===== src/hdl/fedl_pkg.sv =====
// Shared types and constants for the fault event dedup log.
// No dependencies; imported by every module of the block.
package fedl_pkg;

   localparam int DEV_W  = 8;
   localparam int CODE_W = 8;
   localparam int TIME_W = 32;
   localparam int WIN_W  = 16;
   localparam int IDX_W  = 4;
   localparam int LIM_W  = 5;
   localparam int CNT_W  = 5;

   localparam logic [WIN_W-1:0] WINDOW_RESET = 16'd1000;

   typedef enum logic [1:0] {
      KIND_REPORT = 2'd0,
      KIND_READ   = 2'd1,
      KIND_CLEAR  = 2'd2,
      KIND_NOP    = 2'd3
   } kind_type;

   typedef enum logic {
      ST_IDLE = 1'b0,
      ST_RESP = 1'b1
   } state_type;

   // one log entry as held in the ring memory
   typedef struct packed {
      logic [DEV_W-1:0]  device;
      logic [CODE_W-1:0] code;
      logic [TIME_W-1:0] time_ms;
   } entry_type;

   // per-request command to the log ring
   typedef struct packed {
      logic             push;
      logic             clear;
      logic             rd;
      logic [IDX_W-1:0] rd_index;
      logic [LIM_W-1:0] rd_limit;
   } log_cmd_type;

endpackage


===== src/hdl/fedl_slots.sv =====
// Recent-device table: repeat suppression and slot refresh.
// Depends on fedl_pkg.
module fedl_slots
   import fedl_pkg::*;
#(
   parameter int ID_SLOTS = 8
) (
   input  logic              clock,
   input  logic              reset,
   input  logic              report,
   input  logic              clear,
   input  logic [DEV_W-1:0]  device_id,
   input  logic [TIME_W-1:0] now_ms,
   input  logic [WIN_W-1:0]  window_ms,
   output logic              report_ok
);

   localparam int SLOT_W = (ID_SLOTS > 1) ? $clog2(ID_SLOTS) : 1;

   logic [DEV_W-1:0]  ids_ff   [ID_SLOTS];
   logic [TIME_W-1:0] times_ff [ID_SLOTS];

   logic [ID_SLOTS-1:0] hit;
   logic [ID_SLOTS-1:0] same_id;
   logic [ID_SLOTS-1:0] empty;
   logic [SLOT_W-1:0]   slot;
   logic                found;
   logic                commit;

   // all slots compared in parallel
   always_comb begin
      for (int i = 0; i < ID_SLOTS; i++) begin
         same_id[i] = (ids_ff[i] == device_id);
         empty[i]   = (times_ff[i] == '0);
         hit[i]     = !empty[i] && same_id[i] &&
                      ((now_ms - times_ff[i]) < TIME_W'(window_ms));
      end
   end

   // first matching id, else first empty slot, else slot 0
   always_comb begin
      slot  = '0;
      found = 1'b0;
      for (int i = 0; i < ID_SLOTS; i++) begin
         if (!found && same_id[i]) begin
            slot  = SLOT_W'(i);
            found = 1'b1;
         end
      end
      for (int i = 0; i < ID_SLOTS; i++) begin
         if (!found && empty[i]) begin
            slot  = SLOT_W'(i);
            found = 1'b1;
         end
      end
   end

   assign report_ok = (hit == '0);
   assign commit    = report && report_ok;

   always_ff @(posedge clock) begin
      for (int i = 0; i < ID_SLOTS; i++) begin
         if (reset) begin
            ids_ff[i]   <= '0;
            times_ff[i] <= '0;
         end else if (clear) begin
            times_ff[i] <= '0;
         end else if (commit && slot == SLOT_W'(i)) begin
            ids_ff[i]   <= device_id;
            times_ff[i] <= now_ms;
         end
      end
   end

endmodule


===== src/hdl/fedl_log.sv =====
// Bounded event log: ring memory with head pointer and fill count.
// Depends on fedl_pkg.
module fedl_log
   import fedl_pkg::*;
#(
   parameter int LOG_DEPTH = 16
) (
   input  logic              clock,
   input  logic              reset,
   input  log_cmd_type       cmd,
   input  entry_type         wr_entry,
   output logic              rd_valid,
   output entry_type         rd_entry,
   output logic [CNT_W-1:0]  count
);

   localparam int AW    = $clog2(LOG_DEPTH);
   localparam int FW    = $clog2(LOG_DEPTH + 1);
   localparam int SUM_W = ((AW > IDX_W) ? AW : IDX_W) + 1;
   localparam int CMP_W = (FW > LIM_W) ? FW : LIM_W;

   entry_type mem [LOG_DEPTH];

   logic [AW-1:0] head_ff, head_in;
   logic [FW-1:0] fill_ff, fill_in;
   logic          rd_valid_ff, rd_valid_in;
   entry_type     rd_entry_ff;

   logic [AW-1:0] wr_addr;
   logic [AW-1:0] rd_addr;
   logic          full;

   function automatic logic [AW-1:0] wrap(input logic [SUM_W-1:0] sum);
      logic [SUM_W-1:0] adj;
      adj = (sum >= SUM_W'(LOG_DEPTH)) ? sum - SUM_W'(LOG_DEPTH) : sum;
      return adj[AW-1:0];
   endfunction

   assign full = (fill_ff == FW'(LOG_DEPTH));

   always_comb begin
      head_in = head_ff;
      fill_in = fill_ff;
      wr_addr = head_ff;
      if (cmd.clear) begin
         head_in = '0;
         fill_in = '0;
      end else if (cmd.push) begin
         if (full) begin
            wr_addr = head_ff;
            head_in = wrap(SUM_W'(head_ff) + SUM_W'(1));
         end else begin
            wr_addr = wrap(SUM_W'(head_ff) + SUM_W'(fill_ff));
            fill_in = fill_ff + FW'(1);
         end
      end
   end

   // logical index -> ring position; index below fill keeps the sum under 2*depth
   always_comb begin
      rd_valid_in = cmd.rd &&
                    (CMP_W'(cmd.rd_index) < CMP_W'(fill_ff)) &&
                    (CMP_W'(cmd.rd_index) < CMP_W'(cmd.rd_limit));
      rd_addr     = rd_valid_in ? wrap(SUM_W'(head_ff) + SUM_W'(cmd.rd_index)) : '0;
   end

   always_ff @(posedge clock) begin
      if (reset) begin
         head_ff     <= '0;
         fill_ff     <= '0;
         rd_valid_ff <= 1'b0;
      end else begin
         head_ff     <= head_in;
         fill_ff     <= fill_in;
         rd_valid_ff <= rd_valid_in;
      end
   end

   always_ff @(posedge clock) begin
      if (cmd.push && !cmd.clear) begin
         mem[wr_addr] <= wr_entry;
      end
      if (cmd.rd) begin
         rd_entry_ff <= mem[rd_addr];
      end
   end

   assign rd_valid = rd_valid_ff;
   assign rd_entry = rd_entry_ff;
   assign count    = CNT_W'(fill_ff);

endmodule


===== src/hdl/fault_event_dedup_log_top.sv =====
// Top level of the fault event dedup log.
// Depends on fedl_pkg, fedl_slots and fedl_log.
//
// Usage
//  - Request channel: drive req_* and raise start; the request is taken at a
//    rising edge where start is high and busy is low.
//  - Kinds: report (dedup check, slot refresh, log append), read (one log
//    entry by logical position, oldest first), clear (empty the log, zero all
//    slot times), and an unused code that changes nothing.
//  - Response: exactly one per request, on rsp_* for one cycle with rsp_valid
//    high, in the cycle after the request is taken. The receiver cannot stall.
//  - Steps: as a request is taken, the slot compare, the table update and the
//    ring write or ring read are done; the response state then presents the
//    response with the registered log read data. busy is high in that state.
//  - Config: csr_repeat_window_ms is written when csr_valid and csr_ready are
//    both high; csr_ready is always high. Write only while idle.
//  - Reset: synchronous, active high. Slot ids and times go to zero, the log
//    becomes empty, the window returns to 1000 ms. No clearing pass is needed;
//    log entries are only read once written.
module fault_event_dedup_log_top
   import fedl_pkg::*;
#(
   parameter int ID_SLOTS  = 8,
   parameter int LOG_DEPTH = 16
) (
   input  logic              clock,
   input  logic              reset,
   // request
   input  logic              start,
   output logic              busy,
   input  logic [1:0]        req_kind,
   input  logic [DEV_W-1:0]  req_device_id,
   input  logic [CODE_W-1:0] req_error_code,
   input  logic [TIME_W-1:0] req_now_ms,
   input  logic [IDX_W-1:0]  req_read_index,
   input  logic [LIM_W-1:0]  req_read_limit,
   // response
   output logic              rsp_valid,
   output logic              rsp_accepted,
   output logic              rsp_entry_valid,
   output logic [DEV_W-1:0]  rsp_entry_device,
   output logic [CODE_W-1:0] rsp_entry_code,
   output logic [TIME_W-1:0] rsp_entry_time_ms,
   output logic [CNT_W-1:0]  rsp_event_count,
   // configuration
   input  logic              csr_valid,
   output logic              csr_ready,
   input  logic [WIN_W-1:0]  csr_repeat_window_ms
);

   state_type state_ff, state_in;

   logic [WIN_W-1:0] window_ff;
   logic             accepted_ff, accepted_in;

   logic        take;
   kind_type    kind;
   logic        is_report;
   logic        is_read;
   logic        is_clear;
   logic        report_ok;
   log_cmd_type log_cmd;
   entry_type   wr_entry;
   logic        rd_valid;
   entry_type   rd_entry;
   logic [CNT_W-1:0] count;

   assign take = start && !busy;
   assign kind = kind_type'(req_kind);

   always_comb begin
      is_report = 1'b0;
      is_read   = 1'b0;
      is_clear  = 1'b0;
      unique case (kind)
         KIND_REPORT: is_report = take;
         KIND_READ:   is_read   = take;
         KIND_CLEAR:  is_clear  = take;
         KIND_NOP:    ;
      endcase
   end

   // repeat window register
   assign csr_ready = 1'b1;

   always_ff @(posedge clock) begin
      if (reset) begin
         window_ff <= WINDOW_RESET;
      end else if (csr_valid && csr_ready) begin
         window_ff <= csr_repeat_window_ms;
      end
   end

   // recent-device table
   fedl_slots #(
      .ID_SLOTS (ID_SLOTS)
   ) u_slots (
      .clock     (clock),
      .reset     (reset),
      .report    (is_report),
      .clear     (is_clear),
      .device_id (req_device_id),
      .now_ms    (req_now_ms),
      .window_ms (window_ff),
      .report_ok (report_ok)
   );

   // log ring: appended only when the report survives dedup
   always_comb begin
      log_cmd.push     = is_report && report_ok;
      log_cmd.clear    = is_clear;
      log_cmd.rd       = is_read;
      log_cmd.rd_index = req_read_index;
      log_cmd.rd_limit = req_read_limit;
      wr_entry.device  = req_device_id;
      wr_entry.code    = req_error_code;
      wr_entry.time_ms = req_now_ms;
   end

   fedl_log #(
      .LOG_DEPTH (LOG_DEPTH)
   ) u_log (
      .clock    (clock),
      .reset    (reset),
      .cmd      (log_cmd),
      .wr_entry (wr_entry),
      .rd_valid (rd_valid),
      .rd_entry (rd_entry),
      .count    (count)
   );

   assign accepted_in = is_report && report_ok;

   always_ff @(posedge clock) begin
      if (reset) begin
         accepted_ff <= 1'b0;
      end else if (take) begin
         accepted_ff <= accepted_in;
      end
   end

   // sequencer: idle -> response -> idle
   always_comb begin
      state_in = state_ff;
      unique case (state_ff)
         ST_IDLE: if (take) state_in = ST_RESP;
         ST_RESP: state_in = ST_IDLE;
      endcase
   end

   always_comb begin
      busy      = 1'b0;
      rsp_valid = 1'b0;
      unique case (state_ff)
         ST_IDLE: ;
         ST_RESP: begin
            busy      = 1'b1;
            rsp_valid = 1'b1;
         end
      endcase
   end

   always_ff @(posedge clock) begin
      if (reset) begin
         state_ff <= ST_IDLE;
      end else begin
         state_ff <= state_in;
      end
   end

   // entry fields are zero unless the read was valid
   assign rsp_accepted      = accepted_ff;
   assign rsp_entry_valid   = rd_valid;
   assign rsp_entry_device  = rd_valid ? rd_entry.device  : '0;
   assign rsp_entry_code    = rd_valid ? rd_entry.code    : '0;
   assign rsp_entry_time_ms = rd_valid ? rd_entry.time_ms : '0;
   assign rsp_event_count   = count;

endmodule


===== config.mk =====
export PLATFORM = sky130hd
export DESIGN_NAME = fault_event_dedup_log_top
export DESIGN_NICKNAME = d
export VERILOG_FILES = /design/src/hdl/fedl_pkg.sv /design/src/hdl/fedl_slots.sv /design/src/hdl/fedl_log.sv /design/src/hdl/fault_event_dedup_log_top.sv
export SDC_FILE = /design/constraint.sdc
export NUM_CORES = 2
export LEC_CHECK = 0
export BUFFER_PORTS_ARGS = -buffer_cell sky130_fd_sc_hd__buf_4
export CAP_MARGIN = 30
export CELL_PAD_IN_SITES_DETAIL_PLACEMENT = 2
export CELL_PAD_IN_SITES_GLOBAL_PLACEMENT = 2
export CORE_MARGIN = 5
export CORE_UTILIZATION = 44
export CTS_BUF_LIST = sky130_fd_sc_hd__clkbuf_4
export DETAILED_ROUTE_END_ITERATION = 6
export PLACE_DENSITY_LB_ADDON = 0.25
export SLEW_MARGIN = 0
export SYNTH_ARGS = -nofsm -noshare
export SYNTH_HDL_FRONTEND = slang
export SYNTH_SLANG_ARGS = --single-unit

===== constraint.sdc =====
create_clock -name clock -period 11.3 [get_ports clock]
set_input_delay 0.565 -clock clock [delete_from_list [all_inputs] [get_ports clock]]
set_output_delay 0.565 -clock clock [all_outputs]
set_load 0.05 [all_outputs]

==> impl_metrics.json <==
{
  "setup_slack_ns": 2.49,
  "die_h_um": 397,
  "p_leak_uw": 0.0273,
  "ys_seq_elements": 1164,
  "vias": 57300,
  "timing.fmax_mhz": 114,
  "grt_pass1_wl_um": 433000,
  "crit_fanout": 43,
  "worstReg2RegEnd": "u_log.mem[6][13]$_DFFE_PP_",
  "dp_hpwl_um": 179000,
  "grt_max_degree": 233,
  "reg2reg_depth": 25,
  "layout_worst_path_cycle_share_pct": 78.0,
  "wirelength_um": 298000,
  "critical_path_class": "register to register",
  "clk_pin_slew_ns": 0.11,
  "yosysWarnings": 0,
  "finalSetupTns_ns": 0,
  "drive_gt1_share_pct": 12.2,
  "seq_area_frac_synth_pct": 52.7,
  "synth_area_per_cell_um2": 10.5,
  "final_area_um2": 74000,
  "synth_cells": 6259,
  "die_area_um2": 157000,
  "synth.area.top_cells": "edfxtp_1 (52%), ha_1 (7.3%), nand2_1 (4.1%), nor2_1 (4.0%), o21ai_0 (2.8%)",
  "fin_nets": 7082,
  "cts_root_buf": "clkbuf_4",
  "slew_viol_final": 0,
  "reg2reg_slack_ns": 2.49,
  "grt_antenna_before_repair": 22,
  "yosysTopAreaCell": "edfxtp_1",
  "ant_nets": 0,
  "die_x_um": 397,
  "synth-edff-count": 1136,
  "synthDistinctLibCells": 93,
  "numPortBuffers": 135,
  "status": "finished clean",
  "io_pins": 137,
  "p_per_area_nw_per_um2": 146,
  "min_to": "u_log.mem[4][33]$_DFFE_PP_",
  "whs_path_depth": 2,
  "post_cts.repair.setup_buffers": 0,
  "critPathLaunchType": "register",
  "cp-end-kind": "register",
  "areaGrowthSynthToFinish_pct": 12.4,
  "vias_per_cell": 6.53,
  "worst-endpoint-required_ns": 12.15,
  "cts.path.max_buffers": 4,
  "drtIter0Drc": 5695,
  "wl_per_cell_um": 34.0,
  "slew-limit-headroom_pct": 14.9,
  "cts_tree": "built",
  "synth_nets": 6731,
  "final-hold-violation-count": 0,
  "worstSkewPairLatency_ns": 1.38,
  "min_from": "req_error_code[1]",
  "vdd_drop_max_mv": 0.108,
  "dr.pass1.iters": 5,
  "cts_made_buffers": 329,
  "placedInstanceArea_um2": 68900,
  "path_buf_inv": 4,
  "drc": 0,
  "max_cap_viol_count": 0,
  "n_fill_cell": 15100,
  "ys_dominant_reg_cell": "edfxtp_1",
  "coreArea_um2": 148000,
  "async_flop_share_pct": 0,
  "holdWs_ns": 0.0958,
  "cts.sinks": 1164,
  "worstHoldPathType": "input port to register",
  "gp_congestion": 0.931,
  "skew_ns": 0.165,
  "htree_levels": 5,
  "max_stage_delay_ns": 0.89,
  "path_delay_family": "simple AND/OR/NAND/NOR gates",
  "overflow": 0,
  "slowest_stage": "nor4_2",
  "num_rows": 141,
  "track_usage_pct": 36.9,
  "crit_top_cell": "buf_4",
  "place_ws_ns": 2.33,
  "worst_slew_pin_slew_ns": 1.27,
  "grt_pass1_vias": 63100,
  "period_needed_ns": 8.81,
  "grt_setup_unrepaired": "false",
  "setup_violations": 0,
  "rr_startpoint": "u_slots.times_ff[7][1]$_SDFFCE_PN0P_",
  "netlist_area_um2": 65800,
  "start_util_pct": 44.4,
  "yosysTopAreaCellShare_pct": 51.9,
  "critPathArrivalTime_ns": 9.66
}
-- cell usage in the layout, fill, tap and decap left out, types with 156 or more instances in the layout --
master    instances
and2_1          177
clkbuf_4        472
nand2_1         719
inv_1           336
o21ai_0         362
a21oi_1         310
ha_1            382
edfxtp_1       1136
o211ai_1        156
buf_4           223
nor2_1          698
-- final cells by class --
cell class | count | area, µm² | area share (%)
tap | 1930 | 2410 | 3.26
inverter | 337 | 1260 | 1.71
timing repair buffer | 336 | 2890 | 3.90
antenna | 11 | 27.5 | 0.0372
sequential | 1164 | 34700 | 46.9
clock inverter | 79 | 392 | 0.529
clock buffer | 472 | 3540 | 4.79
multi-input combinational | 4442 | 28800 | 38.9
-- timing repair --
| action | CTS | global route |
|---|---|---|
| hold endpoints to repair | 820 | 0 |
| hold buffers | 105 | 0 |
| resized for setup | 0 | 0 |
-- synth_stat cells (all sizes together) (112+ instances only) --
library cell / number
a211oi: 133
a21o: 122
a21oi: 311
a31oi: 142
and2: 180
clkbuf: 265
edfxtp: 1136
ha: 383
inv: 337
nand2: 722
nor2: 699
nor4: 122
o211ai: 156
o21ai: 366
xnor2: 125
xor2: 112
-- power breakdown --
group | internal, µW | total (µW) | leakage (µW) | switching, µW
Sequential | 4800 | 4860 | 0.0109 | 54.1
Combinational | 612 | 1850 | 0.0140 | 1240
Clock | 1980 | 4110 | 0.00237 | 2130
-- sequential cells by signal, summed over array words and instances (netlist names) --
signal            cells
u_log.head_ff         4
rsp_accepted          1
u_slots.ids_ff       64
u_log.mem           768
u_log.rd_entry       48
state_ff              1
u_log.count           5
u_log.rd_valid        1
u_slots.times_ff    256
window_ff            16
-- through the flow --
stage          power [µW]  util [%]  instances
2_1_floorplan        6000         -       6259
3_3_place_gp         6560      46.4       8096
3_5_place_dp         6660      46.5       8099
4_1_cts             10700      49.8       8755
5_1_grt             11200      49.9       8763
6_report            10800      49.9       8771
-- per-layer routing --
layer / vias to the layer above / wire, µm / GRT usage, %
li1: 24000 / - / -
met1: 29300 / 110000 / 42.4
met2: 2957 / 147000 / 63.9
met3: 997 / 21300 / 7.07
met4: 10 / 20600 / 22.5
met5: - / 93 / 0
-- cells by family after synthesis --
kind of cell               share of synthesized area, %
muxes                                              2.13
buffers and inverters                              3.84
AOI/OAI and AO/OA                                  14.9
and+or+nand+nor                                    15.7
adders and majority gates                          7.59
xor gates and xnor gates                           3.16
other                                           0.00570
DFF                                                52.7
-- worst max-delay path by stage --
stage / from / end / slack (ns) / cells after the start
final: u_slots.times_ff[7][1]$_SDFFCE_PN0P_ / u_log.mem[6][13]$_DFFE_PP_ / 2.49 / 25
after global routing: u_slots.times_ff[7][1]$_SDFFCE_PN0P_ / u_log.mem[6][17]$_DFFE_PP_ / 2.28 / 25
after CTS: u_slots.times_ff[7][1]$_SDFFCE_PN0P_ / u_log.mem[6][13]$_DFFE_PP_ / 2.76 / 25
after detailed placement: req_now_ms[0] / u_log.mem[6][26]$_DFFE_PP_ / 2.33 / 26
after global placement: req_now_ms[0] / u_log.mem[6][25]$_DFFE_PP_ / 2.84 / 26
after floorplan: req_now_ms[0] / u_log.mem[12][0]$_DFFE_PP_ / 1.24 / 24
Power figures use the tool's default switching activity.
